### config.mk
export PLATFORM = sky130hd
export DESIGN_NAME = json_string_unescape_utf8_top
export DESIGN_NICKNAME = d
export VERILOG_FILES = /design/src/jsu_pkg.sv /design/src/json_string_unescape_utf8_top.sv /design/src/jsu_front.sv /design/src/jsu_queue.sv /design/src/jsu_back.sv
export SDC_FILE = /design/constraint.sdc
export NUM_CORES = 1
export LEC_CHECK = 0
export BUFFER_PORTS_ARGS = -buffer_cell sky130_fd_sc_hd__buf_4
export CORE_AREA = 5 5 231 233
export CTS_BUF_LIST = sky130_fd_sc_hd__clkbuf_8
export DETAILED_ROUTE_END_ITERATION = 8
export DIE_AREA = 0 0 236 238
export PLACE_DENSITY = 0.49
export SETUP_SLACK_MARGIN = 0.5
export SLEW_MARGIN = 20
export SYNTH_ARGS = -nofsm -noshare
export SYNTH_HDL_FRONTEND = slang
export SYNTH_HIERARCHICAL = 1
export SYNTH_SLANG_ARGS = --single-unit
### constraint.sdc
create_clock -name clk -period 4.62 [get_ports clk]
set_clock_uncertainty 0.1 [all_clocks]
set_input_delay 0.693 -clock clk [delete_from_list [all_inputs] [get_ports clk]]
set_output_delay 0.693 -clock clk [all_outputs]
set_load 0.1 [all_outputs]
### src/jsu_pkg.sv
package jsu_pkg;

    localparam int QUEUE_DEPTH = 4;

    localparam logic [12:0] MAX_LENGTH_RESET = 13'd256;
    localparam logic [12:0] COUNT_MAX        = 13'h1FFF;

    localparam logic [3:0] ST_BUSY      = 4'd0;
    localparam logic [3:0] ST_DONE      = 4'd1;
    localparam logic [3:0] ST_NO_QUOTE  = 4'd2;
    localparam logic [3:0] ST_CONTROL   = 4'd3;
    localparam logic [3:0] ST_BAD_ESC   = 4'd4;
    localparam logic [3:0] ST_BAD_HEX   = 4'd5;
    localparam logic [3:0] ST_BAD_SURR  = 4'd6;
    localparam logic [3:0] ST_LOW_CP    = 4'd7;
    localparam logic [3:0] ST_TOO_LONG  = 4'd8;
    localparam logic [3:0] ST_TRUNCATED = 4'd9;

    localparam logic [7:0] CH_QUOTE = 8'h22;
    localparam logic [7:0] CH_BSLASH = 8'h5C;
    localparam logic [7:0] CH_SLASH = 8'h2F;
    localparam logic [7:0] CH_B = 8'h62;
    localparam logic [7:0] CH_F = 8'h66;
    localparam logic [7:0] CH_N = 8'h6E;
    localparam logic [7:0] CH_R = 8'h72;
    localparam logic [7:0] CH_T = 8'h74;
    localparam logic [7:0] CH_U = 8'h75;
    localparam logic [7:0] CH_SPACE = 8'h20;

    localparam logic [15:0] HI_SURR_MIN = 16'hD800;
    localparam logic [15:0] HI_SURR_MAX = 16'hDBFF;
    localparam logic [15:0] LO_SURR_MIN = 16'hDC00;
    localparam logic [15:0] LO_SURR_MAX = 16'hDFFF;
    localparam logic [10:0] PLANE_BASE  = 11'h040;

    typedef enum logic [2:0] {
        PH_IDLE,
        PH_BODY,
        PH_ESC,
        PH_HEX_HI,
        PH_EXP_BS,
        PH_EXP_U,
        PH_HEX_LO
    } phase_t;

    typedef struct packed {
        logic [3:0][7:0] bytes;
        logic [1:0]      last_idx;
        logic            has_bytes;
        logic [3:0]      status;
    } run_t;

    typedef struct packed {
        logic [3:0][7:0] bytes;
        logic [2:0]      count;
    } utf8_t;

    function automatic logic [4:0] hex_digit_of(input logic [7:0] c);
        logic [4:0] r;
        r = 5'd0;
        if (c >= 8'h30 && c <= 8'h39)
        begin
            r = {1'b1, c[3:0]};
        end
        else if ((c >= 8'h61 && c <= 8'h66) || (c >= 8'h41 && c <= 8'h46))
        begin
            r = {1'b1, c[3:0] + 4'd9};
        end
        return r;
    endfunction

    function automatic utf8_t encode_utf8(input logic [20:0] cp);
        utf8_t r;
        r.bytes = '0;
        if (cp <= 21'h7F)
        begin
            r.bytes[0] = cp[7:0];
            r.count = 3'd1;
        end
        else if (cp <= 21'h7FF)
        begin
            r.bytes[0] = 8'hC0 | {3'b000, cp[10:6]};
            r.bytes[1] = 8'h80 | {2'b00, cp[5:0]};
            r.count = 3'd2;
        end
        else if (cp <= 21'hFFFF)
        begin
            r.bytes[0] = 8'hE0 | {4'b0000, cp[15:12]};
            r.bytes[1] = 8'h80 | {2'b00, cp[11:6]};
            r.bytes[2] = 8'h80 | {2'b00, cp[5:0]};
            r.count = 3'd3;
        end
        else
        begin
            r.bytes[0] = 8'hF0 | {5'b00000, cp[20:18]};
            r.bytes[1] = 8'h80 | {2'b00, cp[17:12]};
            r.bytes[2] = 8'h80 | {2'b00, cp[11:6]};
            r.bytes[3] = 8'h80 | {2'b00, cp[5:0]};
            r.count = 3'd4;
        end
        return r;
    endfunction

endpackage

### src/json_string_unescape_utf8_top.sv
// a byte's run of results is written into the queue on its input transfer, and the
// output register then loads its first result and offers it for transfer
// throughput: one input byte per cycle while the queue is not full; one result per cycle
// at the output while out_ready is high; a byte that decodes to n bytes gives n results
// a queue of QUEUE_DEPTH runs lets the decoder run ahead of the output port
// reset: asynchronous, clears parser, queue and output stage; max_length to 256
module json_string_unescape_utf8_top
#(
    parameter int QUEUE_DEPTH = jsu_pkg::QUEUE_DEPTH
)
(
    input  logic        clk,
    input  logic        rst_n,
    input  logic        in_valid,
    output logic        in_ready,
    input  logic [7:0]  char_byte,
    input  logic        stream_end,
    output logic        out_valid,
    input  logic        out_ready,
    output logic [7:0]  out_byte,
    output logic        byte_valid,
    output logic [3:0]  status,
    output logic        last_of_run,
    input  logic        cfg_valid,
    output logic        cfg_ready,
    input  logic [12:0] max_length
);

    logic [12:0]   max_length_reg;
    logic          accept;
    logic          push;
    jsu_pkg::run_t run;
    logic          q_full;
    logic          q_not_empty;
    jsu_pkg::run_t q_head;
    logic          pop;

    assign cfg_ready = 1'b1;
    assign in_ready  = !q_full;
    assign accept    = in_valid && in_ready;

    always_ff @(posedge clk or negedge rst_n)
    begin
        if (!rst_n)
        begin
            max_length_reg <= jsu_pkg::MAX_LENGTH_RESET;
        end
        else if (cfg_valid && cfg_ready)
        begin
            max_length_reg <= max_length;
        end
    end

    jsu_front u_front
    (
        .clk        (clk),
        .rst_n      (rst_n),
        .accept     (accept),
        .char_byte  (char_byte),
        .stream_end (stream_end),
        .max_length (max_length_reg),
        .push       (push),
        .run        (run)
    );

    jsu_queue #(.DEPTH(QUEUE_DEPTH)) u_queue
    (
        .clk       (clk),
        .rst_n     (rst_n),
        .push      (push),
        .push_data (run),
        .pop       (pop),
        .full      (q_full),
        .not_empty (q_not_empty),
        .head      (q_head)
    );

    jsu_back u_back
    (
        .clk         (clk),
        .rst_n       (rst_n),
        .q_not_empty (q_not_empty),
        .q_head      (q_head),
        .pop         (pop),
        .out_valid   (out_valid),
        .out_ready   (out_ready),
        .out_byte    (out_byte),
        .byte_valid  (byte_valid),
        .status      (status),
        .last_of_run (last_of_run)
    );

`ifndef SYNTH
    a_byte_busy: assert property (@(posedge clk) disable iff (!rst_n)
        out_valid && byte_valid |-> status == jsu_pkg::ST_BUSY)
        else $error("decoded byte carries a nonzero status");

    a_nobyte_last: assert property (@(posedge clk) disable iff (!rst_n)
        out_valid && !byte_valid |-> last_of_run)
        else $error("result without a byte is not the last of its run");

    a_stall_has_out: assert property (@(posedge clk) disable iff (!rst_n)
        !in_ready |-> out_valid)
        else $error("input stalled while the output stage is empty");

    a_fill_shows: assert property (@(posedge clk) disable iff (!rst_n)
        in_valid && in_ready && !out_valid |=> ##1 out_valid)
        else $error("accepted byte produced no result");
`endif

endmodule

### src/jsu_front.sv
module jsu_front
(
    input  logic               clk,
    input  logic               rst_n,
    input  logic               accept,
    input  logic [7:0]         char_byte,
    input  logic               stream_end,
    input  logic [12:0]        max_length,
    output logic               push,
    output jsu_pkg::run_t      run
);

    jsu_pkg::phase_t phase_reg, phase_next;
    logic [15:0] acc_reg, acc_next;
    logic [1:0]  hex_cnt_reg, hex_cnt_next;
    logic [10:0] plane_reg, plane_next;
    logic [12:0] count_reg, count_next;

    logic [4:0]     hex;
    logic [15:0]    acc_new;
    logic [20:0]    cp_sel;
    jsu_pkg::utf8_t enc;
    logic [3:0]     st_final;
    logic [2:0]     emit_n;
    logic [13:0]    count_sum;

    assign hex     = jsu_pkg::hex_digit_of(char_byte);
    assign acc_new = {acc_reg[11:0], hex[3:0]};
    assign cp_sel  = (phase_reg == jsu_pkg::PH_HEX_LO) ? {plane_reg, acc_new[9:0]}
                                                       : {5'd0, acc_new};
    assign enc     = jsu_pkg::encode_utf8(cp_sel);

    // classify the byte and build its run of results
    always_comb
    begin
        logic [3:0]      st;
        logic [3:0][7:0] b;
        logic [2:0]      n;
        st = jsu_pkg::ST_BUSY;
        b  = '0;
        n  = 3'd0;
        unique case (phase_reg)
            jsu_pkg::PH_IDLE:
            begin
                if (char_byte != jsu_pkg::CH_QUOTE)
                begin
                    st = jsu_pkg::ST_NO_QUOTE;
                end
            end
            jsu_pkg::PH_BODY:
            begin
                if (char_byte == jsu_pkg::CH_QUOTE)
                begin
                    st = (count_reg > max_length) ? jsu_pkg::ST_TOO_LONG : jsu_pkg::ST_DONE;
                end
                else if (char_byte < jsu_pkg::CH_SPACE)
                begin
                    st = jsu_pkg::ST_CONTROL;
                end
                else if (char_byte != jsu_pkg::CH_BSLASH)
                begin
                    b[0] = char_byte;
                    n = 3'd1;
                end
            end
            jsu_pkg::PH_ESC:
            begin
                n = 3'd1;
                case (char_byte)
                    jsu_pkg::CH_QUOTE, jsu_pkg::CH_BSLASH, jsu_pkg::CH_SLASH:
                        b[0] = char_byte;
                    jsu_pkg::CH_B: b[0] = 8'h08;
                    jsu_pkg::CH_F: b[0] = 8'h0C;
                    jsu_pkg::CH_N: b[0] = 8'h0A;
                    jsu_pkg::CH_R: b[0] = 8'h0D;
                    jsu_pkg::CH_T: b[0] = 8'h09;
                    jsu_pkg::CH_U: n = 3'd0;
                    default:
                    begin
                        n = 3'd0;
                        st = jsu_pkg::ST_BAD_ESC;
                    end
                endcase
            end
            jsu_pkg::PH_HEX_HI, jsu_pkg::PH_HEX_LO:
            begin
                if (!hex[4])
                begin
                    st = jsu_pkg::ST_BAD_HEX;
                end
                else if (hex_cnt_reg == 2'd3)
                begin
                    if (phase_reg == jsu_pkg::PH_HEX_HI)
                    begin
                        if (acc_new >= jsu_pkg::HI_SURR_MIN && acc_new <= jsu_pkg::HI_SURR_MAX)
                        begin
                            n = 3'd0;
                        end
                        else if (acc_new >= jsu_pkg::LO_SURR_MIN &&
                                 acc_new <= jsu_pkg::LO_SURR_MAX)
                        begin
                            st = jsu_pkg::ST_BAD_SURR;
                        end
                        else if (acc_new < 16'h0020)
                        begin
                            st = jsu_pkg::ST_LOW_CP;
                        end
                        else
                        begin
                            b = enc.bytes;
                            n = enc.count;
                        end
                    end
                    else if (acc_new < jsu_pkg::LO_SURR_MIN || acc_new > jsu_pkg::LO_SURR_MAX)
                    begin
                        st = jsu_pkg::ST_BAD_SURR;
                    end
                    else
                    begin
                        b = enc.bytes;
                        n = enc.count;
                    end
                end
            end
            jsu_pkg::PH_EXP_BS:
            begin
                if (char_byte != jsu_pkg::CH_BSLASH)
                begin
                    st = jsu_pkg::ST_BAD_SURR;
                end
            end
            jsu_pkg::PH_EXP_U:
            begin
                if (char_byte != jsu_pkg::CH_U)
                begin
                    st = jsu_pkg::ST_BAD_SURR;
                end
            end
            default:
            begin
                st = jsu_pkg::ST_NO_QUOTE;
            end
        endcase
        if (st == jsu_pkg::ST_BUSY && stream_end)
        begin
            st = jsu_pkg::ST_TRUNCATED;
        end
        if (st != jsu_pkg::ST_BUSY)
        begin
            n = 3'd0;
        end
        st_final       = st;
        emit_n         = n;
        run.bytes      = (n == 3'd0) ? '0 : b;
        run.has_bytes  = (n != 3'd0);
        run.last_idx   = (n == 3'd0) ? 2'd0 : 2'(n - 3'd1);
        run.status     = st;
    end

    assign push      = accept;
    assign count_sum = {1'b0, count_reg} + {11'd0, emit_n};

    always_comb
    begin
        phase_next   = phase_reg;
        acc_next     = acc_reg;
        hex_cnt_next = hex_cnt_reg;
        plane_next   = plane_reg;
        count_next   = count_reg;
        if (accept)
        begin
            unique case (phase_reg)
                jsu_pkg::PH_IDLE:
                begin
                    if (char_byte == jsu_pkg::CH_QUOTE)
                    begin
                        phase_next   = jsu_pkg::PH_BODY;
                        count_next   = '0;
                        acc_next     = '0;
                        hex_cnt_next = '0;
                        plane_next   = '0;
                    end
                end
                jsu_pkg::PH_BODY:
                begin
                    if (char_byte == jsu_pkg::CH_BSLASH)
                    begin
                        phase_next = jsu_pkg::PH_ESC;
                    end
                end
                jsu_pkg::PH_ESC:
                begin
                    phase_next = jsu_pkg::PH_BODY;
                    if (char_byte == jsu_pkg::CH_U)
                    begin
                        phase_next   = jsu_pkg::PH_HEX_HI;
                        acc_next     = '0;
                        hex_cnt_next = '0;
                    end
                end
                jsu_pkg::PH_HEX_HI, jsu_pkg::PH_HEX_LO:
                begin
                    if (hex[4])
                    begin
                        acc_next = acc_new;
                        if (hex_cnt_reg != 2'd3)
                        begin
                            hex_cnt_next = hex_cnt_reg + 2'd1;
                        end
                        else
                        begin
                            hex_cnt_next = '0;
                            phase_next   = jsu_pkg::PH_BODY;
                            if (phase_reg == jsu_pkg::PH_HEX_HI &&
                                acc_new >= jsu_pkg::HI_SURR_MIN &&
                                acc_new <= jsu_pkg::HI_SURR_MAX)
                            begin
                                plane_next = {1'b0, acc_new[9:0]} + jsu_pkg::PLANE_BASE;
                                phase_next = jsu_pkg::PH_EXP_BS;
                            end
                        end
                    end
                end
                jsu_pkg::PH_EXP_BS:
                begin
                    if (char_byte == jsu_pkg::CH_BSLASH)
                    begin
                        phase_next = jsu_pkg::PH_EXP_U;
                    end
                end
                jsu_pkg::PH_EXP_U:
                begin
                    if (char_byte == jsu_pkg::CH_U)
                    begin
                        phase_next   = jsu_pkg::PH_HEX_LO;
                        acc_next     = '0;
                        hex_cnt_next = '0;
                    end
                end
                default:
                begin
                    phase_next = jsu_pkg::PH_IDLE;
                end
            endcase
            if (st_final != jsu_pkg::ST_BUSY)
            begin
                phase_next = jsu_pkg::PH_IDLE;
            end
            else if (emit_n != 3'd0)
            begin
                // saturating byte count
                count_next = count_sum[13] ? jsu_pkg::COUNT_MAX : count_sum[12:0];
            end
        end
    end

    always_ff @(posedge clk or negedge rst_n)
    begin
        if (!rst_n)
        begin
            phase_reg   <= jsu_pkg::PH_IDLE;
            acc_reg     <= '0;
            hex_cnt_reg <= '0;
            plane_reg   <= '0;
            count_reg   <= '0;
        end
        else
        begin
            phase_reg   <= phase_next;
            acc_reg     <= acc_next;
            hex_cnt_reg <= hex_cnt_next;
            plane_reg   <= plane_next;
            count_reg   <= count_next;
        end
    end

endmodule

### src/jsu_queue.sv
module jsu_queue
#(
    parameter int DEPTH = jsu_pkg::QUEUE_DEPTH
)
(
    input  logic          clk,
    input  logic          rst_n,
    input  logic          push,
    input  jsu_pkg::run_t push_data,
    input  logic          pop,
    output logic          full,
    output logic          not_empty,
    output jsu_pkg::run_t head
);

    // depth must be a power of two (unchecked) so the pointers wrap on their own
    localparam int AW = (DEPTH > 1) ? $clog2(DEPTH) : 1;
    localparam int CW = $clog2(DEPTH + 1);

    jsu_pkg::run_t mem_reg [DEPTH];
    logic [AW-1:0] wr_ptr_reg, wr_ptr_next;
    logic [AW-1:0] rd_ptr_reg, rd_ptr_next;
    logic [CW-1:0] count_reg, count_next;
    logic          do_push;
    logic          do_pop;

    assign full      = (count_reg == CW'(DEPTH));
    assign not_empty = (count_reg != '0);
    assign head      = mem_reg[rd_ptr_reg];
    assign do_push   = push && !full;
    assign do_pop    = pop && not_empty;

    always_comb
    begin
        wr_ptr_next = do_push ? wr_ptr_reg + AW'(1) : wr_ptr_reg;
        rd_ptr_next = do_pop ? rd_ptr_reg + AW'(1) : rd_ptr_reg;
        count_next  = count_reg;
        if (do_push && !do_pop)
        begin
            count_next = count_reg + CW'(1);
        end
        else if (!do_push && do_pop)
        begin
            count_next = count_reg - CW'(1);
        end
    end

    always_ff @(posedge clk)
    begin
        if (do_push)
        begin
            mem_reg[wr_ptr_reg] <= push_data;
        end
    end

    always_ff @(posedge clk or negedge rst_n)
    begin
        if (!rst_n)
        begin
            wr_ptr_reg <= '0;
            rd_ptr_reg <= '0;
            count_reg  <= '0;
        end
        else
        begin
            wr_ptr_reg <= wr_ptr_next;
            rd_ptr_reg <= rd_ptr_next;
            count_reg  <= count_next;
        end
    end

endmodule

### src/jsu_back.sv
module jsu_back
(
    input  logic          clk,
    input  logic          rst_n,
    input  logic          q_not_empty,
    input  jsu_pkg::run_t q_head,
    output logic          pop,
    output logic          out_valid,
    input  logic          out_ready,
    output logic [7:0]    out_byte,
    output logic          byte_valid,
    output logic [3:0]    status,
    output logic          last_of_run
);

    jsu_pkg::run_t rec_reg, rec_next;
    logic          busy_reg, busy_next;
    logic [1:0]    idx_reg, idx_next;
    logic          is_last;
    logic          taken;

    assign is_last     = (idx_reg == rec_reg.last_idx);
    assign taken       = busy_reg && out_ready;
    assign pop         = q_not_empty && (!busy_reg || (taken && is_last));

    assign out_valid   = busy_reg;
    assign byte_valid  = rec_reg.has_bytes;
    assign out_byte    = rec_reg.has_bytes ? rec_reg.bytes[idx_reg] : 8'd0;
    assign status      = rec_reg.has_bytes ? jsu_pkg::ST_BUSY : rec_reg.status;
    assign last_of_run = is_last;

    always_comb
    begin
        rec_next  = rec_reg;
        busy_next = busy_reg;
        idx_next  = idx_reg;
        if (pop)
        begin
            rec_next  = q_head;
            busy_next = 1'b1;
            idx_next  = '0;
        end
        else if (taken)
        begin
            if (is_last)
            begin
                busy_next = 1'b0;
            end
            else
            begin
                idx_next = idx_reg + 2'd1;
            end
        end
    end

    always_ff @(posedge clk)
    begin
        rec_reg <= rec_next;
    end

    always_ff @(posedge clk or negedge rst_n)
    begin
        if (!rst_n)
        begin
            busy_reg <= 1'b0;
            idx_reg  <= '0;
        end
        else
        begin
            busy_reg <= busy_next;
            idx_reg  <= idx_next;
        end
    end

endmodule

==> out/qor.log <==
INFO  status         run_status=complete, no violations
INFO  setup_path     worst_path_max_delay_cell=sky130_fd_sc_hd__or4_4
INFO  timing         rsz0062_at_grt=no
INFO  timing         minimum_clock_period=3940ps
INFO  synth          unique_cell_type_count_in_the_yosys_netlist=95
INFO  clock_network  clock_tree_from_tritoncts=built
INFO  grt            wire_length_of_the_first_global_routing_pass=48700microns
INFO  grt            remaining_global_route_overflow=0
INFO  setup_path     startpoint_type=flip-flop
INFO  pwr            p_leak=5.54nW
INFO  final_layout   total_area_of_multi_input_combinational_cells=4800squm
INFO  final_layout   layout_cell_area_excl_fill=14900squm
INFO  final_layout   num-fill-cells=5179
INFO  pwr            max-vdd-ir-drop=0.231mV
INFO  grt            grt_usage=10.9%
INFO  setup_path     family_of_cells_with_the_greatest_summed_delay_on_the_critical_path=simple AND/OR/NAND/NOR gates
INFO  timing         final-setup-viol-count=0
INFO  synth          synthFlopType=sky130_fd_sc_hd__edfxtp_1
INFO  clock_network  root_buffer=sky130_fd_sc_hd__clkbuf_8
INFO  detailed_routing drtAntennaViolNets=0
INFO  detailed_routing detailedRoute.firstIterationViolations=542
INFO  detailed_routing detail_route.vias_per_cell=4.66
INFO  detailed_routing detail_route.drc_violations=0
INFO  synth          synthDominantCellAreaShare=46.6%
INFO  clock_network  h-tree-depth=2
INFO  timing         number_of_endpoints_with_negative_hold_slack_in_the_final_report=0
INFO  synth          synthArstFlopShare=24.7%
INFO  floorplanning  die-width=236microns
INFO  floorplanning  floorplan.die_area=56200squm
INFO  final_layout   ant_diodes=0
INFO  floorplanning  start_util=24.6%
INFO  synth          synth-seq-cells=259
INFO  timing         final_min_period_over_clock_period=85.3%
INFO  place          placedInstanceArea=13900squm
INFO  setup_path     worst_path_largest_cell_delay=530ps
INFO  place          globalplace.congestion=0.882
INFO  grt            maximum_number_of_pins_on_one_net_before_global_route_repair=65
INFO  final_layout   final_cells=1704
INFO  final_layout   seqCellArea=7460squm
INFO  detailed_routing finalWirelength=31300microns
INFO  synth          synth.cell_area=12600squm
INFO  synth          synth_enable_flop_cells=195
INFO  setup_path     criticalPathCategory=flip-flop to flip-flop
INFO  setup_path     end_kind=flip-flop
INFO  final_layout   drive_gt1_share=27.8%
INFO  clock_network  clk_pin_slew=70ps
INFO  setup_path     worstPathMaxFanout=6
INFO  clock_network  cts.sink_count=259
INFO  timing         timing.max_slew.rel_slack=28.0%
INFO  min_path       hold_path_startpoint=max_length[2]
INFO  synth          synthesized_area_per_cell=14.1squm
INFO  setup_path     critPathRequiredTime=4970ps
INFO  floorplanning  core=51000squm
INFO  synth          synth_most_common_cell=sky130_fd_sc_hd__edfxtp_1
INFO  min_path       hp-class=input port to flip-flop
INFO  setup_path     worst_ep_arrival_time=4300ps
INFO  synth          synth_sequential_area_ratio=59.3%
INFO  synth          synth_cells=893
INFO  place          place_hpwl=21200microns
INFO  floorplanning  die_h=238microns
INFO  floorplanning  std_cell_rows=83
INFO  setup_path     critical_path_buf_inv_count=3
INFO  detailed_routing avgRoutedWirePerCell=18.4microns
INFO  clock_network  cts_buffer_depth=3
INFO  detailed_routing routed-via-count=7937
INFO  synth          ys.warnings.count=6
INFO  pwr            pwr_density_cell=520nW/um^2
INFO  grt            via_count_of_the_first_global_routing_pass=8126
INFO  place          io_buffer_count=42
INFO  final_layout   post_synthesis_to_final_layout_area_growth=18.7%
INFO  setup_path     worstReg2RegStart=u_front/acc_reg[3]
INFO  synth          synth.top_cells.by_area=sky130_fd_sc_hd__edfxtp_1 (47%), sky130_fd_sc_hd__dfrtp_1 (13%), sky130_fd_sc_hd__mux4_2 (7.9%)
INFO  detailed_routing drt_first_pass_iters=7
INFO  timing         tightestPinTransition=1080ps
INFO  place          pre_cts_ws=-197ps
INFO  timing         fmax=0.254GHz
INFO  timing         count_of_final_max_slew_check_failures=0
INFO  setup_path     cp_cell_sequence=inv_4, ha_1, nor4b_1, nand4b_1, buf_6, o32ai_2, or4_4, or2_4, a21o_4, a31oi_2, ha_2, inv_1, fa_2, nor2b_4, o21ai_4, nor2_4, a41oi_1, a311oi_1
INFO  synth          ys_top_cells_by_count=sky130_fd_sc_hd__edfxtp_1 (195), sky130_fd_sc_hd__dfrtp_1 (63), sky130_fd_sc_hd__inv_1 (47)
INFO  setup_path     setup.worst_path.start=u_front/acc_reg[3]
INFO  final_layout   largest_register_ffs=156
INFO  place          placed_cells_incl_taps=1615
INFO  clock_network  cts_buffers=43
INFO  clock_network  clock_insertion_delay_worst_skew=570ps
INFO  final_layout   final_net_count=1052
INFO  flow_run       cap_violations=0
INFO  timing         setup_ws=677ps
INFO  grt            grt_antenna_before_repair=0
INFO  synth          post-synth-top-area-cell=sky130_fd_sc_hd__edfxtp_1
INFO  floorplanning  io_pins=44
-- cell usage in the layout (no fill, tap or decap), drive strengths merged, types with 14 or more instances in the layout --
master / instances
nor3: 20
buf: 99
nand2: 37
a21oi: 34
dfrtp: 63
edfxtp: 195
nor2: 31
mux4: 47
o21ai: 40
ha: 31
inv: 69
nor2b: 14
mux2: 25
nand3: 31
clkbuf: 46
and2: 24
-- cell type report --
type | instances | area share [%]
clock buffer | 46 | 4.24
clock inverter | 31 | 1.17
inverter | 49 | 1.40
multi-input combinational | 538 | 32.1
sequential | 259 | 50.0
tap | 680 | 5.70
timing repair buffer | 101 | 5.32
-- report_power, final --
part	total (mW)	leakage, nW	internal (mW)	switching (mW)
clock	1.91	0.484	0.988	0.921
combinational	2.28	2.45	0.904	1.38
sequential	3.57	2.60	3.16	0.413
total	7.76	5.54	5.05	2.71
-- worst register-to-register path, cell delays in order (launching register included) --
cell	delay, ps
sky130_fd_sc_hd__dfrtp_1	390
sky130_fd_sc_hd__inv_4	70
sky130_fd_sc_hd__ha_1	180
sky130_fd_sc_hd__nor4b_1	140
sky130_fd_sc_hd__nand4b_1	120
sky130_fd_sc_hd__buf_6	140
sky130_fd_sc_hd__o32ai_2	90
sky130_fd_sc_hd__or4_4	530
sky130_fd_sc_hd__or2_4	260
sky130_fd_sc_hd__a21o_4	220
sky130_fd_sc_hd__a31oi_2	180
sky130_fd_sc_hd__ha_2	200
sky130_fd_sc_hd__inv_1	50
sky130_fd_sc_hd__fa_2	360
sky130_fd_sc_hd__nor2b_4	170
sky130_fd_sc_hd__o21ai_4	80
sky130_fd_sc_hd__nor2_4	180
sky130_fd_sc_hd__a41oi_1	120
sky130_fd_sc_hd__a311oi_1	260
-- logic make-up after synthesis --
family	after synthesis	share of synthesized area, %
and+or+nand+nor	243	11.4
buffers and inverters	99	4.10
other	2	0.0598
DFF	259	59.3
adders and majority gates	33	3.40
xor gates and xnor gates	12	0.896
AOI/OAI and AO/OA	170	9.46
muxes	75	11.3
-- metrics by stage --
step / setup TNS (ps) / power (mW) / util [%] / hold WS (ps)
5_1_grt: 0 / 8.20 / 29.3 / 226
6_report: 0 / 7.76 / 29.3 / 257
3_5_place_dp: -1230 / 5.94 / 27.2 / 402
3_3_place_gp: -1240 / 5.91 / 27.2 / 398
4_1_cts: 0 / 7.90 / 28.8 / 187
2_1_floorplan: 0 / 5.30 / - / 297
-- final timing paths --
path                                    endpoint  slack (ps)  cells past startpoint
setup / recovery           u_front/count_reg[12]         680                     18
hold / removal                 max_length_reg[2]         260                      2
setup reg to reg           u_front/count_reg[12]         680                     18
hold reg to reg             u_queue/count_reg[2]         410                      1
max in group asynchronous      max_length_reg[8]        3250                      3
min in group asynchronous     u_front/acc_reg[3]         520                      2
-- what timing repair did --
action | 4_1_cts | 5_1_grt
buffers inserted | 0 | 9
hold endpoints to repair | 0 | 20
pin swaps | 0 | 7
setup endpoints to repair | 10 | 11
hold buffers | 0 | 1
gates resized for setup | 4 | 22
gates cloned | 0 | 1
-- per-layer routing --
metal | global-route usage, % | up-vias | wire length [microns]
li1 | - | 3666 | -
met1 | 14.9 | 4027 | 14200
met2 | 17.8 | 192 | 15000
met3 | 2.09 | 52 | 1340
met4 | 3.17 | 0 | 700
met5 | 0 | - | 0
Power figures use the tool's default switching activity.
